--- src/sv/es2c_pkg.sv ---
`timescale 1ns / 1ps
// es2c_pkg: stage indices, field widths, reciprocal constants, month table and DST rule
// for the epoch-seconds to calendar converter. No dependencies.
package es2c_pkg;

  // Pipeline stage indices, input register first, result register last
  localparam int unsigned ST_IN     = 0;
  localparam int unsigned ST_DAY    = 1;
  localparam int unsigned ST_ERA    = 2;
  localparam int unsigned ST_DIV    = 3;
  localparam int unsigned ST_SUB    = 4;
  localparam int unsigned ST_QUOT   = 5;
  localparam int unsigned ST_FOLD   = 6;
  localparam int unsigned ST_ALIGN  = 7;
  localparam int unsigned ST_OUT    = 8;
  localparam int unsigned NUM_STAGES = 9;

  typedef logic [NUM_STAGES-1:0] adv_t;

  // Field widths
  localparam int unsigned SECS_W   = 34;
  localparam int unsigned IN_TDATA_W  = 40;
  localparam int unsigned OUT_TDATA_W = 56;
  localparam int unsigned DAYS_W   = 18;
  localparam int unsigned SOD_W    = 17;  // seconds of the day
  localparam int unsigned SOH_W    = 12;  // seconds of the hour
  localparam int unsigned DOE_W    = 18;  // day of the 400-year era
  localparam int unsigned ERA_W    = 2;
  localparam int unsigned YOE_W    = 9;   // March-based year of the era
  localparam int unsigned DOY_W    = 9;
  localparam int unsigned YEAR_W   = 10;
  localparam int unsigned SEC_W    = 6;
  localparam int unsigned HOUR_W   = 5;
  localparam int unsigned MDAY_W   = 5;
  localparam int unsigned MON_W    = 4;
  localparam int unsigned WDAY_W   = 3;

  // Seconds to days: 86400 = 675 * 2^7, quotient by reciprocal of 675
  localparam int unsigned DAY_LO_W   = 7;
  localparam int unsigned DAY_DIV    = 675;
  localparam logic [27:0] DAY_RECIP  = 28'd203613265;
  localparam int unsigned DAY_SHIFT  = 37;

  localparam int unsigned SECS_PER_HOUR = 3600;
  localparam logic [17:0] HOUR_RECIP = 18'd149131;
  localparam int unsigned HOUR_SHIFT = 29;
  localparam int unsigned SECS_PER_MIN = 60;
  localparam logic [12:0] MIN_RECIP  = 13'd4370;
  localparam int unsigned MIN_SHIFT  = 18;

  // 1970-01-01 was a Thursday
  localparam int unsigned EPOCH_WEEKDAY = 4;
  localparam int unsigned DAYS_PER_WEEK = 7;
  localparam logic [18:0] WEEK_RECIP = 19'd299594;
  localparam int unsigned WEEK_SHIFT = 21;

  // Civil date: days counted from 1600-03-01, split into 400-year eras
  localparam int unsigned DAY_OFFSET = 135080;
  localparam int unsigned ERA_DAYS   = 146097;
  localparam int unsigned CENT_DAYS  = 36524;
  localparam int unsigned ERA_LAST   = 146096;
  localparam logic [18:0] QUAD_RECIP = 19'd367720;  // 1 / 1460
  localparam int unsigned QUAD_SHIFT = 29;
  localparam logic [18:0] YEAR_RECIP = 19'd367720;  // 1 / 365
  localparam int unsigned YEAR_SHIFT = 27;
  localparam int unsigned DAYS_PER_YEAR = 365;
  localparam int unsigned YEARS_PER_ERA = 400;
  localparam int unsigned BASE_YEAR  = 1600;
  localparam int unsigned YEAR_BIAS  = 1900;
  localparam int unsigned MAR_YEAR_DAYS = 306;  // March through December
  localparam int unsigned JAN_FEB_DAYS  = 59;

  localparam logic [MON_W-1:0] MONTH_DEC = 4'd11;
  localparam logic [MON_W-1:0] MONTH_MAR = 4'd2;
  localparam logic [MON_W-1:0] MONTH_NOV = 4'd10;
  localparam logic signed [6:0] MARCH_SUNDAY_MIN = 7'sd8;

  localparam logic [DOY_W-1:0] MONTH_START [2][13] = '{
    '{9'd0, 9'd31, 9'd59, 9'd90, 9'd120, 9'd151, 9'd181, 9'd212, 9'd243, 9'd273,
      9'd304, 9'd334, 9'd365},
    '{9'd0, 9'd31, 9'd60, 9'd91, 9'd121, 9'd152, 9'd182, 9'd213, 9'd244, 9'd274,
      9'd305, 9'd335, 9'd366}
  };

  // US rule: second Sunday of March through first Sunday of November
  function automatic logic dst_rule(logic [MON_W-1:0] mon, logic [MDAY_W-1:0] mday,
                                    logic [WDAY_W-1:0] wday);
    logic signed [6:0] prev_sun;
    logic flag;
    prev_sun = signed'({2'b00, mday}) - signed'({4'b0000, wday});
    if (mon < MONTH_MAR || mon > MONTH_NOV) begin
      flag = 1'b0;
    end else if (mon > MONTH_MAR && mon < MONTH_NOV) begin
      flag = 1'b1;
    end else if (mon == MONTH_MAR) begin
      flag = (prev_sun >= MARCH_SUNDAY_MIN);
    end else begin
      flag = (prev_sun <= 7'sd0);
    end
    return flag;
  endfunction

endpackage

--- src/sv/es2c_tod.sv ---
`timescale 1ns / 1ps
// es2c_tod: hour, minute, second and weekday from seconds of day and day count,
// stages three to seven of the converter pipeline. Depends on es2c_pkg.
module es2c_tod (
  input  logic                         clk_i,
  input  es2c_pkg::adv_t               adv_i,
  input  logic [es2c_pkg::SOD_W-1:0]   sod_i,
  input  logic [es2c_pkg::DAYS_W-1:0]  days_i,
  output logic [es2c_pkg::HOUR_W-1:0]  hour_o,
  output logic [es2c_pkg::SEC_W-1:0]   minute_o,
  output logic [es2c_pkg::SEC_W-1:0]   second_o,
  output logic [es2c_pkg::WDAY_W-1:0]  weekday_o
);
  import es2c_pkg::*;

  logic [SOD_W-1:0]  sod3_q;
  logic [HOUR_W-1:0] hour3_q, hour4_q, hour5_q, hour6_q;
  logic [DAYS_W-1:0] wx3_q;
  logic [14:0]       wq3_q;
  logic [SOH_W-1:0]  soh4_q, soh5_q;
  logic [WDAY_W-1:0] wday4_q, wday5_q, wday6_q;
  logic [SEC_W-1:0]  min5_q, min6_q, sec6_q;

  logic [34:0]       hour_prod;
  logic [DAYS_W-1:0] wx_d;
  logic [36:0]       week_prod;
  logic [SOD_W-1:0]  soh_full;
  logic [DAYS_W-1:0] wday_full;
  logic [24:0]       min_prod;
  logic [SOH_W-1:0]  sec_full;

  always_comb begin
    hour_prod = 35'(sod_i) * 35'(HOUR_RECIP);
    wx_d      = days_i + DAYS_W'(EPOCH_WEEKDAY);
    week_prod = 37'(wx_d) * 37'(WEEK_RECIP);
    soh_full  = sod3_q - SOD_W'(SOD_W'(hour3_q) * SOD_W'(SECS_PER_HOUR));
    wday_full = wx3_q - DAYS_W'(DAYS_W'(wq3_q) * DAYS_W'(DAYS_PER_WEEK));
    min_prod  = 25'(soh4_q) * 25'(MIN_RECIP);
    sec_full  = soh5_q - SOH_W'(SOH_W'(min5_q) * SOH_W'(SECS_PER_MIN));
  end

  always_ff @(posedge clk_i) begin
    if (adv_i[ST_DIV]) begin
      sod3_q  <= sod_i;
      hour3_q <= hour_prod[HOUR_SHIFT +: HOUR_W];
      wx3_q   <= wx_d;
      wq3_q   <= week_prod[WEEK_SHIFT +: 15];
    end
    if (adv_i[ST_SUB]) begin
      hour4_q <= hour3_q;
      soh4_q  <= soh_full[SOH_W-1:0];
      wday4_q <= wday_full[WDAY_W-1:0];
    end
    if (adv_i[ST_QUOT]) begin
      hour5_q <= hour4_q;
      soh5_q  <= soh4_q;
      min5_q  <= min_prod[MIN_SHIFT +: SEC_W];
      wday5_q <= wday4_q;
    end
    if (adv_i[ST_FOLD]) begin
      hour6_q <= hour5_q;
      min6_q  <= min5_q;
      sec6_q  <= sec_full[SEC_W-1:0];
      wday6_q <= wday5_q;
    end
    if (adv_i[ST_ALIGN]) begin
      hour_o    <= hour6_q;
      minute_o  <= min6_q;
      second_o  <= sec6_q;
      weekday_o <= wday6_q;
    end
  end

endmodule

--- src/sv/es2c_date.sv ---
`timescale 1ns / 1ps
// es2c_date: calendar year, day of year and leap flag from the day of a 400-year era,
// stages three to seven of the converter pipeline. Depends on es2c_pkg.
module es2c_date (
  input  logic                         clk_i,
  input  es2c_pkg::adv_t               adv_i,
  input  logic [es2c_pkg::DOE_W-1:0]   doe_i,
  input  logic [es2c_pkg::ERA_W-1:0]   era_i,
  output logic [es2c_pkg::DOY_W-1:0]   yday_o,
  output logic [es2c_pkg::YEAR_W-1:0]  year_o,
  output logic                         leap_o
);
  import es2c_pkg::*;

  logic [DOE_W-1:0]  doe3_q, doe4_q, doe5_q;
  logic [ERA_W-1:0]  era3_q, era4_q, era5_q;
  logic [6:0]        quad3_q;
  logic [2:0]        cent3_q;
  logic              last3_q;
  logic [DOE_W-1:0]  num4_q;
  logic [YOE_W-1:0]  yoe5_q;
  logic [DOY_W-1:0]  doy6_q;
  logic              leap6_q;
  logic [YEAR_W-1:0] ybase6_q;

  logic [36:0]       quad_prod;
  logic [2:0]        cent_d;
  logic [DOE_W-1:0]  num_d;
  logic [36:0]       year_prod;
  logic [1:0]        yoe_cent;
  logic [16:0]       year_days;
  logic [DOE_W-1:0]  doy_full;
  logic [10:0]       ybase_full;
  logic              leap_d;
  logic              jan_feb;

  always_comb begin
    quad_prod = 37'(doe_i) * 37'(QUAD_RECIP);
    if (doe_i >= DOE_W'(4 * CENT_DAYS)) begin
      cent_d = 3'd4;
    end else if (doe_i >= DOE_W'(3 * CENT_DAYS)) begin
      cent_d = 3'd3;
    end else if (doe_i >= DOE_W'(2 * CENT_DAYS)) begin
      cent_d = 3'd2;
    end else if (doe_i >= DOE_W'(CENT_DAYS)) begin
      cent_d = 3'd1;
    end else begin
      cent_d = 3'd0;
    end

    // drop the leap days so that a plain divide by 365 gives the year
    num_d = doe3_q - DOE_W'(quad3_q) + DOE_W'(cent3_q) - DOE_W'(last3_q);
    year_prod = 37'(num4_q) * 37'(YEAR_RECIP);

    if (yoe5_q >= YOE_W'(300)) begin
      yoe_cent = 2'd3;
    end else if (yoe5_q >= YOE_W'(200)) begin
      yoe_cent = 2'd2;
    end else if (yoe5_q >= YOE_W'(100)) begin
      yoe_cent = 2'd1;
    end else begin
      yoe_cent = 2'd0;
    end
    year_days = 17'(17'(yoe5_q) * 17'(DAYS_PER_YEAR)) + 17'(yoe5_q >> 2) - 17'(yoe_cent);
    doy_full  = doe5_q - DOE_W'(year_days);
    // era years are aligned to multiples of 400, so the leap test sees only yoe
    leap_d = (yoe5_q[1:0] == 2'b00) && (yoe5_q != YOE_W'(100)) &&
             (yoe5_q != YOE_W'(200)) && (yoe5_q != YOE_W'(300));
    ybase_full = 11'(11'(era5_q) * 11'(YEARS_PER_ERA)) + 11'(yoe5_q) -
                 11'(YEAR_BIAS - BASE_YEAR);

    jan_feb = (doy6_q >= DOY_W'(MAR_YEAR_DAYS));
  end

  always_ff @(posedge clk_i) begin
    if (adv_i[ST_DIV]) begin
      doe3_q  <= doe_i;
      era3_q  <= era_i;
      quad3_q <= quad_prod[QUAD_SHIFT +: 7];
      cent3_q <= cent_d;
      last3_q <= (doe_i == DOE_W'(ERA_LAST));
    end
    if (adv_i[ST_SUB]) begin
      doe4_q <= doe3_q;
      era4_q <= era3_q;
      num4_q <= num_d;
    end
    if (adv_i[ST_QUOT]) begin
      doe5_q <= doe4_q;
      era5_q <= era4_q;
      yoe5_q <= year_prod[YEAR_SHIFT +: YOE_W];
    end
    if (adv_i[ST_FOLD]) begin
      doy6_q   <= doy_full[DOY_W-1:0];
      leap6_q  <= leap_d;
      ybase6_q <= ybase_full[YEAR_W-1:0];
    end
    if (adv_i[ST_ALIGN]) begin
      // January and February belong to the next calendar year
      if (jan_feb) begin
        yday_o <= doy6_q - DOY_W'(MAR_YEAR_DAYS);
      end else begin
        yday_o <= doy6_q + DOY_W'(JAN_FEB_DAYS) + DOY_W'(leap6_q);
      end
      year_o <= ybase6_q + YEAR_W'(jan_feb);
      // in January and February only Feb 29 depends on the leap month table
      leap_o <= leap6_q | jan_feb;
    end
  end

endmodule

--- src/sv/epoch_seconds_to_calendar.sv ---
`timescale 1ns / 1ps
// epoch_seconds_to_calendar: UTC seconds since 1970 to broken-down calendar time.
// Depends on es2c_pkg, es2c_tod and es2c_date.
//
//   channel  | direction | tdata fields (lsb first)
//   s_axis   | in        | epoch_seconds[33:0]
//   m_axis   | out       | second, minute, hour, day_of_month, month, year_since_1900,
//            |           | weekday, day_of_year, dst_flag
//
// Nine register stages, input register to result register. One request is taken every
// cycle unless a stall at m_axis holds every stage full.
// A stall at m_axis holds the full stages; empty stages ahead still fill, and
// s_axis_tready falls only when every stage holds a request. Reset clears the valid bits.
module epoch_seconds_to_calendar (
  input  logic                                clk_i,
  input  logic                                rst_ni,
  input  logic                                s_axis_tvalid,
  output logic                                s_axis_tready,
  // epoch_seconds[33:0], zero fill above
  input  logic [es2c_pkg::IN_TDATA_W-1:0]     s_axis_tdata,
  output logic                                m_axis_tvalid,
  input  logic                                m_axis_tready,
  // second[5:0], minute[11:6], hour[16:12], day_of_month[21:17], month[25:22],
  // year_since_1900[35:26], weekday[38:36], day_of_year[47:39], dst_flag[48], zero fill
  output logic [es2c_pkg::OUT_TDATA_W-1:0]    m_axis_tdata
);
  import es2c_pkg::*;

  adv_t                       adv;
  logic [NUM_STAGES-1:0]      vld_q, vld_d;

  logic [SECS_W-1:0]          t_q;
  logic [DAYS_W-1:0]          days1_q, days2_q;
  logic [SECS_W-DAY_LO_W-1:0] thi1_q;
  logic [DAY_LO_W-1:0]        tlo1_q;
  logic [SOD_W-1:0]           sod2_q;
  logic [DOE_W-1:0]           doe2_q;
  logic [ERA_W-1:0]           era2_q;

  logic [54:0]                day_prod;
  logic [27:0]                day_base;
  logic [27:0]                hi_rem;
  logic [18:0]                zday;
  logic [DOE_W-1:0]           doe_d;
  logic [ERA_W-1:0]           era_d;

  logic [HOUR_W-1:0]          hour7;
  logic [SEC_W-1:0]           min7, sec7;
  logic [WDAY_W-1:0]          wday7;
  logic [DOY_W-1:0]           yday7;
  logic [YEAR_W-1:0]          year7;
  logic                       leap7;

  logic [MON_W-1:0]           mon_d;
  logic [MDAY_W-1:0]          mday_d;
  logic [DOY_W-1:0]           mday_full;

  logic [SEC_W-1:0]           sec_q, min_q;
  logic [HOUR_W-1:0]          hour_q;
  logic [MDAY_W-1:0]          mday_q;
  logic [MON_W-1:0]           mon_q;
  logic [YEAR_W-1:0]          year_q;
  logic [WDAY_W-1:0]          wday_q;
  logic [DOY_W-1:0]           yday_q;
  logic                       dst_q;

  // a stage advances when it is empty or the stage after it advances
  always_comb begin
    adv[NUM_STAGES-1] = !vld_q[NUM_STAGES-1] || m_axis_tready;
    for (int k = NUM_STAGES - 2; k >= 0; k--) begin
      adv[k] = !vld_q[k] || adv[k+1];
    end
    vld_d[0] = adv[0] ? s_axis_tvalid : vld_q[0];
    for (int k = 1; k < NUM_STAGES; k++) begin
      vld_d[k] = adv[k] ? vld_q[k-1] : vld_q[k];
    end
  end

  always_ff @(posedge clk_i or negedge rst_ni) begin
    if (!rst_ni) begin
      vld_q <= '0;
    end else begin
      vld_q <= vld_d;
    end
  end

  assign s_axis_tready = adv[ST_IN];
  assign m_axis_tvalid = vld_q[ST_OUT];

  always_comb begin
    day_prod = 55'(t_q[SECS_W-1:DAY_LO_W]) * 55'(DAY_RECIP);
    day_base = 28'(days1_q) * 28'(DAY_DIV);
    hi_rem   = 28'(thi1_q) - day_base;
    zday     = 19'(days1_q) + 19'(DAY_OFFSET);
    if (zday >= 19'(2 * ERA_DAYS)) begin
      era_d = 2'd2;
      doe_d = DOE_W'(zday - 19'(2 * ERA_DAYS));
    end else if (zday >= 19'(ERA_DAYS)) begin
      era_d = 2'd1;
      doe_d = DOE_W'(zday - 19'(ERA_DAYS));
    end else begin
      era_d = 2'd0;
      doe_d = DOE_W'(zday);
    end
  end

  always_ff @(posedge clk_i) begin
    if (adv[ST_IN]) begin
      t_q <= s_axis_tdata[SECS_W-1:0];
    end
    if (adv[ST_DAY]) begin
      days1_q <= day_prod[DAY_SHIFT +: DAYS_W];
      thi1_q  <= t_q[SECS_W-1:DAY_LO_W];
      tlo1_q  <= t_q[DAY_LO_W-1:0];
    end
    if (adv[ST_ERA]) begin
      days2_q <= days1_q;
      sod2_q  <= {hi_rem[9:0], tlo1_q};
      doe2_q  <= doe_d;
      era2_q  <= era_d;
    end
  end

  es2c_tod u_tod (
    .clk_i     (clk_i),
    .adv_i     (adv),
    .sod_i     (sod2_q),
    .days_i    (days2_q),
    .hour_o    (hour7),
    .minute_o  (min7),
    .second_o  (sec7),
    .weekday_o (wday7)
  );

  es2c_date u_date (
    .clk_i  (clk_i),
    .adv_i  (adv),
    .doe_i  (doe2_q),
    .era_i  (era2_q),
    .yday_o (yday7),
    .year_o (year7),
    .leap_o (leap7)
  );

  // month is the last one whose first day is not after the day of year
  always_comb begin
    mon_d = MONTH_DEC;
    for (int i = 11; i >= 1; i--) begin
      if (MONTH_START[leap7][i] > yday7) begin
        mon_d = MON_W'(i - 1);
      end
    end
    mday_full = yday7 - MONTH_START[leap7][mon_d] + DOY_W'(1);
    mday_d    = mday_full[MDAY_W-1:0];
  end

  always_ff @(posedge clk_i) begin
    if (adv[ST_OUT]) begin
      sec_q  <= sec7;
      min_q  <= min7;
      hour_q <= hour7;
      mday_q <= mday_d;
      mon_q  <= mon_d;
      year_q <= year7;
      wday_q <= wday7;
      yday_q <= yday7;
      dst_q  <= dst_rule(mon_d, mday_d, wday7);
    end
  end

  assign m_axis_tdata = {7'd0, dst_q, yday_q, wday_q, year_q, mon_q, mday_q, hour_q,
                         min_q, sec_q};

endmodule

--- config.mk ---
export PLATFORM = sky130hd
export DESIGN_NAME = epoch_seconds_to_calendar
export DESIGN_NICKNAME = d
export VERILOG_FILES = /design/src/sv/es2c_pkg.sv /design/src/sv/es2c_tod.sv /design/src/sv/es2c_date.sv /design/src/sv/epoch_seconds_to_calendar.sv
export SDC_FILE = /design/constraint.sdc
export NUM_CORES = 2
export LEC_CHECK = 0
export ABC_AREA = 0
export BUFFER_PORTS_ARGS = -buffer_cell sky130_fd_sc_hd__buf_2
export CORE_UTILIZATION = 50
export DETAILED_ROUTE_END_ITERATION = 12
export PLACE_DENSITY = 0.79
export RECOVER_POWER = 50
export SETUP_SLACK_MARGIN = 0.3
export SLEW_MARGIN = 20
export SYNTH_ARGS = -nofsm -noshare
export SYNTH_HDL_FRONTEND = slang
export SYNTH_SLANG_ARGS = --single-unit
--- constraint.sdc ---
create_clock -name clk_i -period 5.9 [get_ports clk_i]
set_clock_uncertainty 0.1 [all_clocks]
set_input_delay 0.885 -clock clk_i [delete_from_list [all_inputs] [get_ports clk_i]]
set_output_delay 0.885 -clock clk_i [all_outputs]
set_load 0.03 [all_outputs]
==> impl_metrics.py <==
metrics = {
    "die": {
        "fp-row-count": 112,
        "start_util_pct": 50.7,
        "die_x_um": 310,
        "num_io_pins": 102,
        "die-area_mm2": 0.0963,
        "core_mm2": 0.0937,
        "die_height_um": 310,
    },
    "finish": {
        "design_area_mm2": 0.0551,
        "drive_above_1_share_pct": 15.1,
        "area.growth.synth_to_final_pct": 16.0,
        "fin_nets": 6283,
        "final_common_cell": "ha_1",
        "final_cell_mix": "ha_1, inv_1, fa_1",
    },
    "status": {
        "status": "finished, violations left",
        "violations": "capacitance limit, slew limit, setup timing",
    },
    "yosys": {
        "synthDominantCellAreaShare_pct": 28.7,
        "ys_top_cells_by_area": "ha_1, edfxtp_1, fa_1, inv_1, xnor2_1",
        "synth_area_mm2": 0.0475,
        "synth_ff_type": "edfxtp_1",
        "synthCells": 4087,
        "ys_ff_latch": 405,
        "synth.distinct_cells": 81,
        "syn_area_per_cell_um2": 11.6,
        "async_reset_ff_share_pct": 2.22,
        "seq_area_frac_synth_pct": 25.5,
        "synth_edf_count": 396,
        "ys_warn_count": 0,
        "yosys.area.top_type": "ha_1",
    },
    "drt": {
        "via_per_inst": 5.18,
        "ant_nets": 0,
        "firstDrtPassIters": 5,
        "route.detailed.drc": 0,
        "drt_iter0_markers": 1686,
        "wl_um": 102000,
        "routedWlPerCell_um": 17.3,
        "vias": 30418,
    },
    "setup_path": {
        "reg2reg_to": "days1_q[17]",
        "cpPeakStageDelay_ns": 0.54,
        "ff2ff_setup_slack_ns": -0.48,
        "critPathKind": "reg -> reg",
        "cp.buffers_inverters": 6,
        "cpMostUsedCell": "fa_1",
        "crit_chain": "fa_1, inv_1, fa_1, inv_2, ha_4, inv_2, fa_1, inv_2, fa_1, inv_2, fa_1, inv_2, fa_1, ha_4, nand3_4, nor2_4, a32oi_2, o211ai_1, o31ai_4, o211ai_1, o31a_1, a211o_1, a21oi_2, xnor2_1",
        "reg2regPathDepth": 24,
        "worstPathArrival_ns": 6.65,
        "cp.required_ns": 6.16,
        "end_kind": "flip-flop",
        "critPathSlowestCell": "fa_1",
        "start_kind": "flip-flop",
        "reg2reg_from": "t_q[22]",
        "critPathMaxFanout": 5,
        "critPathTopFamily": "adder cells",
    },
    "run": {
        "maxCapViolCount": 5,
    },
    "placement": {
        "dp_hpwl_um": 81000,
        "dpl_cell_area_mm2": 0.0518,
        "gp_congestion": 0.944,
        "place.port_buffers": 88,
    },
    "global_route": {
        "antenna_found_initial": 3,
        "grt_max_degree": 56,
        "grt_pass1_wl_um": 164000,
        "overflow": 0,
        "track_usage_pct": 21.5,
        "grt_pass1_vias": 32907,
    },
    "clock_tree": {
        "cts-root-buf": "clkbuf_16",
        "htree_num_levels": 2,
        "cts_buffers": 46,
        "tritoncts": "built",
        "clkTransAtPathRegs_ns": 0.07,
        "cts.sinks": 405,
        "cts_hold_repair.buffers": 0,
        "clock_latency_ns": 0.62,
        "clockBufferDepth": 3,
    },
    "timing": {
        "setup_viol_count_final": 20,
        "slew_viol_final": 217,
        "hold_viol": 0,
        "setup_ws_ns": -0.485,
        "tightest_slew_ns": 2.93,
        "slew_headroom_pct": -95.1,
        "rsz0062_at_grt": "yes",
        "max_freq_mhz": 157,
        "fin_crit_sh_pct": 108,
        "finalCriticalPeriod_ns": 6.38,
    },
    "hold_path": {
        "min_path_type": "in -> async",
    },
}
## sequential cells by signal (all words and copies together) (netlist names), 10 cells and up
signal / cells
days1_q: 18
days2_q: 18
doe2_q: 18
sod2_q: 17
t_q: 34
thi1_q: 10
u_date.doe3_q: 18
u_date.num4_q: 18
u_date.ybase6_q: 10
u_date.year_o: 10
u_tod.sod3_q: 12
u_tod.soh4_q: 12
year_q: 10
## cell families after synthesis
logic type,Yosys count,synth area share (%)
DFF,405,25.5
buffers and inverters,1019,8.15
adders and majority gates,1662,52.8
xor gates and xnor gates,203,3.77
AOI/OAI and AO/OA,413,5.72
other,1,0.00789
and+or+nand+nor,377,3.97
muxes,7,0.150
## layer usage
layer / vias up / wire length [um] / track usage (%)
met5: - / 18 / 0
met4: 2 / 2960 / 6.21
met3: 187 / 4570 / 2.87
met2: 701 / 52300 / 39.0
met1: 15069 / 41800 / 26.6
li1: 14459 / - / -
## cells in the mapped netlist (11+ instances only)
library cell	number
nor2_1	99
nand3_1	40
o21ai_0	66
a21boi_0	12
nand2_1	81
a21oi_1	124
inv_1	993
fa_1	571
and3_1	27
o21a_1	22
xor2_1	46
nor3_1	24
o21bai_1	11
nand2b_1	20
xnor2_1	155
a21o_1	42
a211oi_1	16
ha_1	1091
edfxtp_1	396
nor2b_1	21
a31oi_1	22
nand4_1	14
o211ai_1	16
## final cells by class
cell class / count / area, um^2
Antenna cell: 1 / 2.50
Clock buffer: 58 / 1220
Clock inverter: 28 / 273
Fill cell: 7173 / 38600
Inverter: 995 / 3740
Multi-Input combinational cell: 2669 / 33100
Sequential cell: 405 / 12100
Tap cell: 1254 / 1570
Timing Repair Buffer: 460 / 3140
## worst register-to-register path, stage by stage (launching register included)
cell      delay (ns)
edfxtp_1        0.52
fa_1            0.53
inv_1           0.05
fa_1            0.45
inv_2           0.08
ha_4            0.12
inv_2           0.03
fa_1            0.50
inv_2           0.05
fa_1            0.52
inv_2           0.04
fa_1            0.54
inv_2           0.04
fa_1            0.53
ha_4            0.23
nand3_4         0.09
nor2_4          0.04
a32oi_2         0.24
o211ai_1        0.20
o31ai_4         0.27
o211ai_1        0.17
o31a_1          0.28
a211o_1         0.33
a21oi_2         0.14
xnor2_1         0.08
## timing repair
item	CTS	global route
setup buffers	67	29
gates cloned	0	0
setup endpoints to repair	37	39
resized for setup	143	135
pin swaps	142	113
## worst max-delay path by stage
stage / from / end / depth (start not counted)
2_1_floorplan: t_q[14] / days1_q[17] / 20
3_3_place_gp: t_q[14] / days1_q[17] / 20
3_5_place_dp: t_q[14] / days1_q[17] / 20
4_1_cts: t_q[14] / days1_q[17] / 20
5_1_grt: t_q[27] / days1_q[17] / 21
6_report: t_q[22] / days1_q[17] / 24
## per-stage QoR
step | TNS (ns) | utilization (%) | hold slack [ns] | worst slack, ns | cells
detailed placement | -7.51 | 55.2 | 0.305 | -0.667 | 5687
CTS | -5.61 | 58.1 | 0.00289 | -0.594 | 5840
global route | -10.81 | 58.8 | 0.175 | -0.699 | 5869
floorplan | -0.359 | - | 0.300 | -0.190 | 4093
finish | -5.33 | 58.8 | 0.162 | -0.485 | 5870
global placement | -5.47 | 55.2 | 0.300 | -0.547 | 5687
Power is left out: the tool's default activity adds up to more than one toggle a clock period on the data nets, which glitch-free logic cannot reach.
